[src/hdl/crps_pkg.sv]
package crps_pkg;

   localparam int MaxEntries = 16;
   localparam int IdxW = 4;
   localparam int CntW = 5;
   localparam int KeyW = 8;
   localparam int StampW = 32;
   localparam int SeenDepth = 256;

   localparam logic [1:0] POL_FIFO  = 2'd0;
   localparam logic [1:0] POL_LRU   = 2'd1;
   localparam logic [1:0] POL_CLOCK = 2'd2;

   localparam logic [1:0] KIND_HIT  = 2'd0;
   localparam logic [1:0] KIND_COMP = 2'd1;
   localparam logic [1:0] KIND_CAP  = 2'd2;

   localparam logic CSR_POLICY  = 1'b0;
   localparam logic CSR_ENTRIES = 1'b1;

   // One word handed from cell to cell along the scan chain.
   typedef struct packed {
      logic              found;
      logic [IdxW-1:0]   pos;
      logic [StampW-1:0] best_stamp;
      logic [IdxW-1:0]   best_idx;
   } scan_type;

endpackage

[src/hdl/crps_cell.sv]
module crps_cell
   import crps_pkg::*;
(
   input  logic              clock,
   input  logic              reset,
   input  logic              clear,
   input  logic [IdxW-1:0]   my_idx,
   input  logic              in_range,
   input  logic [KeyW-1:0]   key,
   input  scan_type          scan_in,
   output scan_type          scan_out,
   input  logic              wr_en,
   input  logic              wr_stamp_en,
   input  logic [StampW-1:0] wr_stamp,
   input  logic              ref_set,
   input  logic              ref_clr,
   output logic              ref_bit
);

   logic [KeyW-1:0]   key_ff;
   logic              valid_ff;
   logic [StampW-1:0] stamp_ff;
   logic              ref_ff;

   assign ref_bit = ref_ff;

   // A cell inside the active range joins the match search and the stamp minimum.
   always_comb begin
      scan_out = scan_in;
      if (in_range) begin
         if (!scan_in.found && valid_ff && key_ff == key) begin
            scan_out.found = 1'b1;
            scan_out.pos   = my_idx;
         end
         if (stamp_ff < scan_in.best_stamp) begin
            scan_out.best_stamp = stamp_ff;
            scan_out.best_idx   = my_idx;
         end
      end
   end

   always_ff @(posedge clock) begin
      if (wr_en)
         key_ff <= key;
      if (reset || clear) begin
         valid_ff <= 1'b0;
         stamp_ff <= '0;
         ref_ff   <= 1'b0;
      end else begin
         if (wr_en)
            valid_ff <= 1'b1;
         if (wr_stamp_en)
            stamp_ff <= wr_stamp;
         if (ref_set)
            ref_ff <= 1'b1;
         else if (ref_clr)
            ref_ff <= 1'b0;
      end
   end

endmodule

[src/hdl/cache_replacement_policy_sim.sv]
// Fully associative cache model over byte keys with FIFO, LRU or clock replacement.
// Input: an access is transferred when req_start is high and req_busy is low.
// Output: rsp_valid pulses for one cycle with hit, miss kind and both saturating
// miss counts; the receiver cannot stall, so every result is taken when shown.
// Configuration: csr_valid/csr_ready write register csr_index (0 policy,
// 1 entries in use); any write to a listed register clears all cache state.
// The csr port is ready whenever no access is in flight.
// Sequence: after the access transfer the scan visits one cell per cycle along
// the chain over all MaxEntries cells, then picks and updates the victim,
// marks the key as seen in ST_SEEN, counts in ST_DONE and then raises rsp_valid.
// A clock-policy miss first steps the hand, clearing each set reference bit
// it meets, then fills the entry whose bit is clear. req_busy falls as
// rsp_valid rises, so the next access can be transferred on the edge that takes the result.
// The seen-key bitmap is a 256 x 1 memory; after reset or a register write a
// clearing pass over all 256 entries runs before accesses are taken.
module cache_replacement_policy_sim
   import crps_pkg::*;
(
   input  logic        clock,
   input  logic        reset,
   input  logic        req_start,
   output logic        req_busy,
   input  logic [7:0]  req_access_key,
   output logic        rsp_valid,
   output logic        rsp_hit,
   output logic [1:0]  rsp_miss_kind,
   output logic [31:0] rsp_compulsory_count,
   output logic [31:0] rsp_capacity_count,
   input  logic        csr_valid,
   output logic        csr_ready,
   input  logic [0:0]  csr_index,
   input  logic [4:0]  csr_wdata
);

   typedef enum logic [5:0] {
      ST_CLEAR = 6'b000001,
      ST_IDLE  = 6'b000010,
      ST_SCAN  = 6'b000100,
      ST_HAND  = 6'b001000,
      ST_SEEN  = 6'b010000,
      ST_DONE  = 6'b100000
   } state_type;

   state_type         state_ff, state_in;
   logic [1:0]        policy_ff;
   logic [CntW-1:0]   entries_ff;
   logic [KeyW-1:0]   key_ff;
   logic [CntW-1:0]   step_ff;
   scan_type          acc_ff;
   logic [IdxW-1:0]   hand_ff;
   logic [StampW-1:0] stamp_ctr_ff;
   logic [31:0]       comp_ff, cap_ff;
   logic              seen_mem [SeenDepth];
   logic              seen_rd_ff;
   logic [KeyW-1:0]   clr_addr_ff;
   logic              hit_ff;
   logic [1:0]        kind_ff;
   logic              clear_cells;

   logic [CntW-1:0]   n_act;
   logic [MaxEntries-1:0] ref_bits;
   scan_type          chain [MaxEntries+1];
   logic [MaxEntries-1:0] wr_en, wr_stamp_en, ref_set, ref_clr;
   logic [IdxW-1:0]   hand_eff;
   logic [IdxW-1:0]   hand_next;
   logic [StampW-1:0] stamp_next;
   logic              cfg_wr;

   assign n_act = (entries_ff == '0) ? CntW'(1) :
                  (entries_ff > CntW'(MaxEntries)) ? CntW'(MaxEntries) : entries_ff;
   assign req_busy  = (state_ff != ST_IDLE);
   assign csr_ready = (state_ff == ST_IDLE) || (state_ff == ST_CLEAR);
   assign cfg_wr    = csr_valid && csr_ready;
   assign clear_cells = cfg_wr;
   assign stamp_next = (stamp_ctr_ff == '1) ? stamp_ctr_ff : stamp_ctr_ff + 1'b1;
   assign hand_eff  = ({1'b0, hand_ff} >= n_act) ? '0 : hand_ff;
   assign hand_next = ({1'b0, hand_ff} + 1'b1 >= n_act) ? '0 : hand_ff + 1'b1;

   // The chain carries the running match and minimum; one cell's result is
   // captured per cycle, so the scan crosses the row one cell at a time.
   assign chain[0] = acc_ff;

   genvar g;
   generate
      for (g = 0; g < MaxEntries; g++) begin : g_cell
         scan_type cell_out;
         crps_cell u_cell (
            .clock      (clock),
            .reset      (reset),
            .clear      (clear_cells),
            .my_idx     (IdxW'(g)),
            .in_range   (CntW'(g) < n_act && step_ff == CntW'(g)),
            .key        (key_ff),
            .scan_in    (acc_ff),
            .scan_out   (cell_out),
            .wr_en      (wr_en[g]),
            .wr_stamp_en(wr_stamp_en[g]),
            .wr_stamp   (stamp_next),
            .ref_set    (ref_set[g]),
            .ref_clr    (ref_clr[g]),
            .ref_bit    (ref_bits[g])
         );
         assign chain[g+1] = (step_ff == CntW'(g)) ? cell_out : chain[g];
      end
   endgenerate

   always_comb begin
      wr_en = '0;
      wr_stamp_en = '0;
      ref_set = '0;
      ref_clr = '0;
      state_in = state_ff;
      case (state_ff)
         ST_CLEAR: if (clr_addr_ff == '1) state_in = ST_IDLE;
         ST_IDLE:  if (req_start) state_in = ST_SCAN;
         ST_SCAN: begin
            if (step_ff == CntW'(MaxEntries)) begin
               if (policy_ff == POL_LRU) begin
                  if (acc_ff.found) begin
                     wr_en[acc_ff.pos] = 1'b1;
                     wr_stamp_en[acc_ff.pos] = 1'b1;
                  end else begin
                     wr_en[acc_ff.best_idx] = 1'b1;
                     wr_stamp_en[acc_ff.best_idx] = 1'b1;
                  end
                  state_in = ST_SEEN;
               end else if (policy_ff == POL_CLOCK) begin
                  if (acc_ff.found) begin
                     ref_set[acc_ff.pos] = 1'b1;
                     state_in = ST_SEEN;
                  end else begin
                     state_in = ST_HAND;
                  end
               end else begin
                  if (!acc_ff.found) begin
                     wr_en[acc_ff.best_idx] = 1'b1;
                     wr_stamp_en[acc_ff.best_idx] = 1'b1;
                  end
                  state_in = ST_SEEN;
               end
            end
         end
         ST_HAND: begin
            if (ref_bits[hand_eff]) begin
               ref_clr[hand_eff] = 1'b1;
            end else begin
               wr_en[hand_eff] = 1'b1;
               ref_set[hand_eff] = 1'b1;
               state_in = ST_SEEN;
            end
         end
         ST_SEEN: state_in = ST_DONE;
         ST_DONE: state_in = ST_IDLE;
         default:  state_in = ST_CLEAR;
      endcase
      if (cfg_wr)
         state_in = ST_CLEAR;
   end

   always_ff @(posedge clock) begin
      if (state_ff == ST_CLEAR)
         seen_mem[clr_addr_ff] <= 1'b0;
      else if (state_ff == ST_SEEN)
         seen_mem[key_ff] <= 1'b1;
      seen_rd_ff <= seen_mem[key_ff];
   end

   always_ff @(posedge clock) begin
      if (state_ff == ST_IDLE && req_start)
         key_ff <= req_access_key;
      if (reset) begin
         state_ff     <= ST_CLEAR;
         policy_ff    <= POL_FIFO;
         entries_ff   <= CntW'(MaxEntries);
         clr_addr_ff  <= '0;
         step_ff      <= '0;
         hand_ff      <= '0;
         stamp_ctr_ff <= '0;
         comp_ff      <= '0;
         cap_ff       <= '0;
         rsp_valid    <= 1'b0;
      end else begin
         state_ff  <= state_in;
         rsp_valid <= 1'b0;
         if (state_ff == ST_CLEAR)
            clr_addr_ff <= clr_addr_ff + 1'b1;
         case (state_ff)
            ST_IDLE: begin
               step_ff <= '0;
               acc_ff.found      <= 1'b0;
               acc_ff.pos        <= '0;
               acc_ff.best_stamp <= '1;
               acc_ff.best_idx   <= '0;
            end
            ST_SCAN: begin
               if (step_ff != CntW'(MaxEntries)) begin
                  acc_ff  <= chain[MaxEntries];
                  step_ff <= step_ff + 1'b1;
               end
               if (step_ff == CntW'(MaxEntries) && policy_ff != POL_CLOCK &&
                   (policy_ff == POL_LRU || !acc_ff.found))
                  stamp_ctr_ff <= stamp_next;
               if (step_ff == CntW'(MaxEntries) && policy_ff == POL_CLOCK && !acc_ff.found)
                  hand_ff <= hand_eff;
            end
            ST_HAND: begin
               if (ref_bits[hand_eff])
                  hand_ff <= hand_next;
               else
                  hand_ff <= hand_eff;
            end
            ST_DONE: begin
               rsp_valid <= 1'b1;
               hit_ff    <= acc_ff.found;
               if (acc_ff.found)
                  kind_ff <= KIND_HIT;
               else if (seen_rd_ff) begin
                  kind_ff <= KIND_CAP;
                  if (cap_ff != '1) cap_ff <= cap_ff + 1'b1;
               end else begin
                  kind_ff <= KIND_COMP;
                  if (comp_ff != '1) comp_ff <= comp_ff + 1'b1;
               end
            end
            default: ;
         endcase
         if (cfg_wr) begin
            if (csr_index == CSR_POLICY)
               policy_ff <= csr_wdata[1:0];
            else
               entries_ff <= csr_wdata;
            clr_addr_ff  <= '0;
            hand_ff      <= '0;
            stamp_ctr_ff <= '0;
            comp_ff      <= '0;
            cap_ff       <= '0;
         end
      end
   end

   assign rsp_hit              = hit_ff;
   assign rsp_miss_kind        = kind_ff;
   assign rsp_compulsory_count = comp_ff;
   assign rsp_capacity_count   = cap_ff;

`ifndef NO_ASSERTIONS
   a_rsp_one_cycle: assert property (@(posedge clock) disable iff (reset)
      rsp_valid |=> !rsp_valid) else $error("result held over two cycles");
   a_hit_kind: assert property (@(posedge clock) disable iff (reset)
      rsp_valid |-> (rsp_hit == (rsp_miss_kind == KIND_HIT)))
      else $error("hit and miss kind disagree");
   a_no_accept_clear: assert property (@(posedge clock) disable iff (reset)
      (state_ff == ST_CLEAR) |-> req_busy) else $error("access taken while clearing");
   a_one_write: assert property (@(posedge clock) disable iff (reset)
      $onehot0(wr_en)) else $error("more than one cell written");
`endif

endmodule
[config.mk]
export PLATFORM = sky130hd
export DESIGN_NAME = cache_replacement_policy_sim
export DESIGN_NICKNAME = d
export VERILOG_FILES = /design/src/hdl/crps_pkg.sv /design/src/hdl/crps_cell.sv /design/src/hdl/cache_replacement_policy_sim.sv
export SDC_FILE = /design/constraint.sdc
export NUM_CORES = 2
export LEC_CHECK = 0
export BUFFER_PORTS_ARGS = -buffer_cell sky130_fd_sc_hd__buf_2
export CORE_ASPECT_RATIO = 0.7
export CORE_MARGIN = 5
export CORE_UTILIZATION = 60
export CTS_BUF_LIST = sky130_fd_sc_hd__clkbuf_2 sky130_fd_sc_hd__clkbuf_4 sky130_fd_sc_hd__clkbuf_8
export CTS_CLUSTER_DIAMETER = 100
export DETAILED_ROUTE_END_ITERATION = 12
export GPL_TIMING_DRIVEN = 0
export PLACE_DENSITY = 0.76
export RECOVER_POWER = 25
export SLEW_MARGIN = 5
export SYNTH_ARGS = -nofsm -noshare
export SYNTH_HDL_FRONTEND = slang
export SYNTH_SLANG_ARGS = --single-unit
[constraint.sdc]
create_clock -name clock -period 8.35 [get_ports clock]
set_input_delay 0 -clock clock [delete_from_list [all_inputs] [get_ports clock]]
set_output_delay 0 -clock clock [all_outputs]
set_load 0.1 [all_outputs]
; ---- After elaboration in Yosys (flattened, before gate mapping)
; Memory sizes are Yosys's and may differ from the RTL's. A register that Yosys moved wholly into a read port is not among the register bits.
; Cells that the tools add are included.
; W data, S select, Z words.
[word_totals]
regBits = 851
mem_bits_rw = 256
input_bits = 18
output_inout_bits = 70
memories = 1
[memory_table]
columns = memory, depth, word_bits, read_ports, rd_clocked_by_memory_dff, wr, line
row1 = seen_mem, 256, 1, 1, 1, 1, cache_replacement_policy_sim.sv:53  ; logic seen_mem [SeenDepth];
[op_classes]
n_addsub = 7
order_cmp = 41
eq_ne = 102
mux = 149
bitwise_logic = 4
reduce_logical = 94
[op_table]
columns = operator, n
row1 = $mux W41, 33
row2 = $mux W36, 16
row3 = $lt A32 B32 Y1, 16
row4 = $mux W16, 13
row5 = $eq A8 B8 Y1, 16
row6 = $ne A17 B16 Y1 const B, 6
row7 = $mux W5, 20
row8 = $add A32 B1 Y32 const B, 3
row9 = $pmux W41 S2, 1
row10 = $reduce_and A36 Y1, 2
row11 = $ne A32 B32 Y1 const B, 2
row12 = $pmux W16 S2, 2
row13 = $logic_and A1 B1 Y1, 57
row14 = $ne A16 B15 Y1 const B, 3
row15 = $ne A15 B14 Y1 const B, 3
row16 = $mux W1, 44
row17 = $ne A14 B13 Y1 const B, 3
row18 = $eq A5 B4 Y1 const B, 8
row19 = $lt A4 B5 Y1 const A, 8
row20 = $ne A13 B12 Y1 const B, 3
row21 = $mux W6, 6
row22 = $ne A12 B11 Y1 const B, 3
row23 = $pmux W6 S6, 1
row24 = $reduce_bool A2 Y1, 18
row25 = other kinds (55), 110

; ---- Longest topological paths before layout
[logic_depth]
word_depth = 24
depth_mapped = 15

; ---- By module
; Synthesis repeated with hierarchy kept, for this count alone.
[hier_totals]
hier_cells = 7487
hier_area_um2 = 72867.4
[modules_own_cells]
columns = mod, instances, cells_per_inst, area_per_inst_um2, seq_area_each_um2
row1 = crps_cell (g_cell[0].u_cell ...), 11, 284, 2910.3, 920.9
row2 = cache_replacement_policy_sim, 1, 2943, 26897.0, 11811.3
row3 = crps_cell (g_cell[5].u_cell ...), 5, 284, 2791.4, 920.9

; ---- Worst setup path after synthesis
; OpenSTA, ideal clock, no wires.
[synth_timing]
path_kind = reg2reg
startpoint = register state_ff[5]
endpoint = memory seen_mem[186], enable pin
setup_ns = 0.254
arrival_ns = 6.771
required_ns = 8.096
slack_ns = 1.325
stages_incl_launch_ff = 10
n_path_buf = 3
path_cell_list = dfxtp_1 buf_2 nor4_1 nand3b_1 inv_1 clkbuf_1 o21ai_0 nand2_1 clkbuf_1 nor2_1
[synth_between]
elab_chain_cells = 6
elab_cells_between_ends = 10
classes_between = eq/ne: 2 / mux: 7 / reduce/logical: 1
[synth_lines]
columns = element, line
row1 = from (decl), cache_replacement_policy_sim.sv:44  ; state_type state_ff, state_in;
row2 = from (signal assigned), cache_replacement_policy_sim.sv:183  ; state_ff <= state_in;
row3 = $eq A6 B5 Y1, cache_replacement_policy_sim.sv:163  ; else if (state_ff == ST_SEEN)
row4 = $mux W1, cache_replacement_policy_sim.sv:163
row5 = $mux W1, cache_replacement_policy_sim.sv:161  ; if (state_ff == ST_CLEAR)
row6 = $mux W1 (not written as such), cache_replacement_policy_sim.sv:164  ; seen_mem[key_ff] <= 1'b1;
row7 = $reduce_or A1 Y1 (no line), -
row8 = $mux W8 (no line) / $mux W1 (equally long branches), -
row9 = to (decl), cache_replacement_policy_sim.sv:53
; Parallel ways exist; a longest one is shown, timed or not.

; ---- Worst setup path after layout
[layout_timing]
startpoint = register step_ff[0]
endpoint = register acc_ff[13] in the netlist's numbering, enable pin
[layout_between]
elab_chain_cells = 4
elab_cells_between_ends = 68
classes_between = eq/ne: 50 / reduce/logical: 18
[layout_lines]
columns = element, line
row1 = from (decl), cache_replacement_policy_sim.sv:48  ; logic [CntW-1:0] step_ff;
row2 = from (signal assigned), cache_replacement_policy_sim.sv:198  ; step_ff <= step_ff + 1'b1;
row3 = "$eq A5 B1 Y1, or another cell as far along", "cache_replacement_policy_sim.sv:92, cache_replacement_policy_sim.sv:103"
row4 = $logic_and A1 B1 Y1, cache_replacement_policy_sim.sv:92  ; .in_range (CntW'(g) < n_act && step_ff == CntW'(g)),
row5 = "$ne A17 B16 Y1 (no line), or another cell as far along", -
row6 = $reduce_and A36 Y1 (no line) (*), -
row7 = to (signal assigned), cache_replacement_policy_sim.sv:197  ; acc_ff <= chain[MaxEntries];
row8 = to (decl), cache_replacement_policy_sim.sv:49  ; scan_type acc_ff;
; Mark *: on every way between the ends. The rest lies on a longest branch, timed or not.
; A chain may end at the register's enable or synchronous reset.

==> results.toml <==
[clocking]
cts_inserted_buffers = 170
clk_latency_ns = 0.95
tritoncts = "yes"
post_cts_buffers = 0
cts.clk_slew.worst_paths_ns = 0.06
root_buffer = "clkbuf_8"
hold_buffers = 43
cts.sinks = 1108
htreeDepth = 4
ctsResizeCount = 0
clock_path_buffers = 3

[worst_setup_path]
worst-path-max-fanout = 12
cp.arrival_ns = 9.24
crit_required_ns = 9.00
start_kind = "flip-flop"
crit_path_end_kind = "flip-flop"
worst-setup-path-type = "reg -> reg"

[finish]
seqCellArea_mm2 = 0.0265
drive_above_1_share = 0.0907
layout_common_cells = "nor2_1 (947), dfxtp_1 (672), ha_1 (516)"
fillerInstances = 7947
fin_nets = 6900
final_util = 0.671
multi_input_area_mm2 = 0.0305
area_delta_synth_final_pct = 11.3
stdcell_count = 7844
design_area_mm2 = 0.0655
final_common_cell = "nor2_1"

[timing]
hold_viol_final = 0
hold-worst-slack_ns = 0.124
setup_slack_ns = -0.242
worstMarginPinSlew_ns = 3.26
fmax_mhz = 116
setup_viol = 32
post-route-period-util = 1.03
fin_crit_ns = 8.59
finClkSkew_ns = 0.0582
slew_headroom = -1.17
rsz0062_at_grt = "false"
final_max_slew_viol_count = 134

[routing]
first_pass_iters = 9
via_count = 54541
top_layer = "met5"
routed_wl_um = 239000
postRouteAntennaNets = 0
via_per_inst = 6.95
met3WireLength_um = 45000
wl_met1_um = 94800
wl_met2_um = 89100
wl_per_cell_um = 30.4
initialDrtViolationCount = 9263
drc = 0

[synthesis]
synthAdderAreaFrac = 0.110
ys_types = 100
synthFlopType = "dfxtp_1"
synthSimpleGateAreaFrac = 0.148
synth_compound_area_frac = 0.181
muxShareOfSynthArea = 0.0394
synth-edff-count = 436
syn_nets = 6586
ys.warnings.count = 0
synth_top_family_by_area = "compound AO/OA/AOI/OAI gates"
async_reset_ff_frac = 0
synth_xor_area_frac = 0.0366
avgSynthCellArea_um2 = 9.73
yosysSeqAreaShare = 0.451
syn_inst = 6052
ys_seq_elements = 1108
syn-cell-area_mm2 = 0.0589

[placement]
placement.io_buffers = 86
dp_cells = 7474
dp_slack_ns = 0.683
placed_cell_area_mm2 = 0.0613
dpl.hpwl_um = 182000
place.gp.congestion = 1.11

[die]
core_mm2 = 0.0977
fp.dieW_um = 384
dieHeight_um = 272
dieArea_mm2 = 0.105
initial_core_util = 0.603
rows = 96
io_pins = 88

[pwr]
p_leak_uw = 0.0245
powerDensity_mw_per_mm2 = 166
ir_drop_uv = 181

[status]
status = "finished with violations"
violations = "capacitance limit, slew limit, setup timing"

[grt]
overflow = 0
groute.usage.overall = 0.443
grt_pass1_vias = 49421
antenna_found_initial = 15
grt_max_degree = 102
grt_pass1_wl_um = 338000

[job]
max_cap_violations = 8

[hold_path]
hold_class = "in -> reg"
==> registers in the layout, indices dropped and copies added (netlist names), 8 cells and up <==
name,flops
g_cell.u_cell.stamp_ff,512
seen_mem,256
g_cell.u_cell.key_ff,128
acc_ff,41
rsp_capacity_count,32
rsp_compulsory_count,32
stamp_ctr_ff,32
g_cell.u_cell.ref_bit,16
g_cell.u_cell.valid_ff,16
clr_addr_ff,8
key_ff,8
==> per-layer routing <==
metal	track usage	vias to the layer above
met5	0	-
met2	0.567	4516
met4	0.148	14
met1	0.630	26115
met3	0.240	677
li1	-	23219
==> critical path: stages (launching register included) <==
cell and delay (ns):
dfxtp_1 0.36, ha_1 0.29, clkbuf_1 0.39, inv_1 0.45, clkbuf_1 0.97, nor2_1 0.13, ha_1 0.23, buf_1 0.36
nor4b_4 0.97, nand2_1 0.43, nor4_2 0.89, nand2_1 0.36, a21oi_1 1.09, a211oi_1 0.43, nand4b_1 0.36, a311oi_4 0.12
buf_8 0.28, buf_8 0.18
==> worst paths after layout <==
path | startpoint | end | slack (ns) | depth (start not counted)
hold / removal | reset | step_ff[2] | 0.12 | 3
setup / recovery | step_ff[0] | acc_ff[13] | -0.24 | 17
setup reg to reg | step_ff[0] | acc_ff[13] | -0.24 | 17
hold reg to reg | g_cell[4].u_cell.valid_ff | g_cell[4].u_cell.valid_ff | 0.46 | 1
==> layout make-up <==
type,instances,share of cell area
multi-input cells,4453,0.465
flip-flops and latches,1108,0.405
clock buffers,276,0.0521
plain buffers,409,0.0254
well taps,1323,0.0253
repair buffers,142,0.0151
clock inverters,45,0.00638
inverters,82,0.00470
diodes,6,0.000229
==> stage by stage <==
| step | total power, µW | TNS (ns) |
|---|---|---|
| global placement | 5850 | -757.88 |
| floorplan | 5770 | 0 |
| finish | 10900 | -5.28 |
| global route | 11100 | 0 |
| CTS | 10800 | 0 |
| detailed placement | 5850 | 0 |
==> report_power, final <==
part | internal [µW] | switching (µW) | leakage, µW
registers | 5580 | 3.22 | 0.00948
logic | 35.3 | 148 | 0.0130
clock network | 2720 | 2400 | 0.00203
==> cell usage after synthesis (all sizes together), types with 47 or more instances <==
cell,number,area share
dfxtp,672,0.23
nand2,382,0.024
o21ai,385,0.033
ha,516,0.11
nand3,132,0.011
o22ai,47,0.0050
a21oi,422,0.036
a22oi,72,0.0092
buf,115,0.0096
nor2,952,0.061
nand4,116,0.013
xnor2,105,0.016
clkbuf,294,0.019
nor3,69,0.0065
xor2,137,0.021
edfxtp,436,0.22
a21o,58,0.0074
mux4,83,0.032
a221oi,67,0.010
inv,82,0.0052
a211oi,381,0.049
==> cells by family after synthesis <==
group / Yosys count
AO/OA/AOI/OAI: 1654
XOR/XNOR: 242
adder cells (fa/ha/maj): 517
buffers and inverters: 491
flip-flops: 1108
multiplexers: 128
AND/OR/NAND/NOR: 1912
No activity file was read; power rests on OpenSTA's default activity.
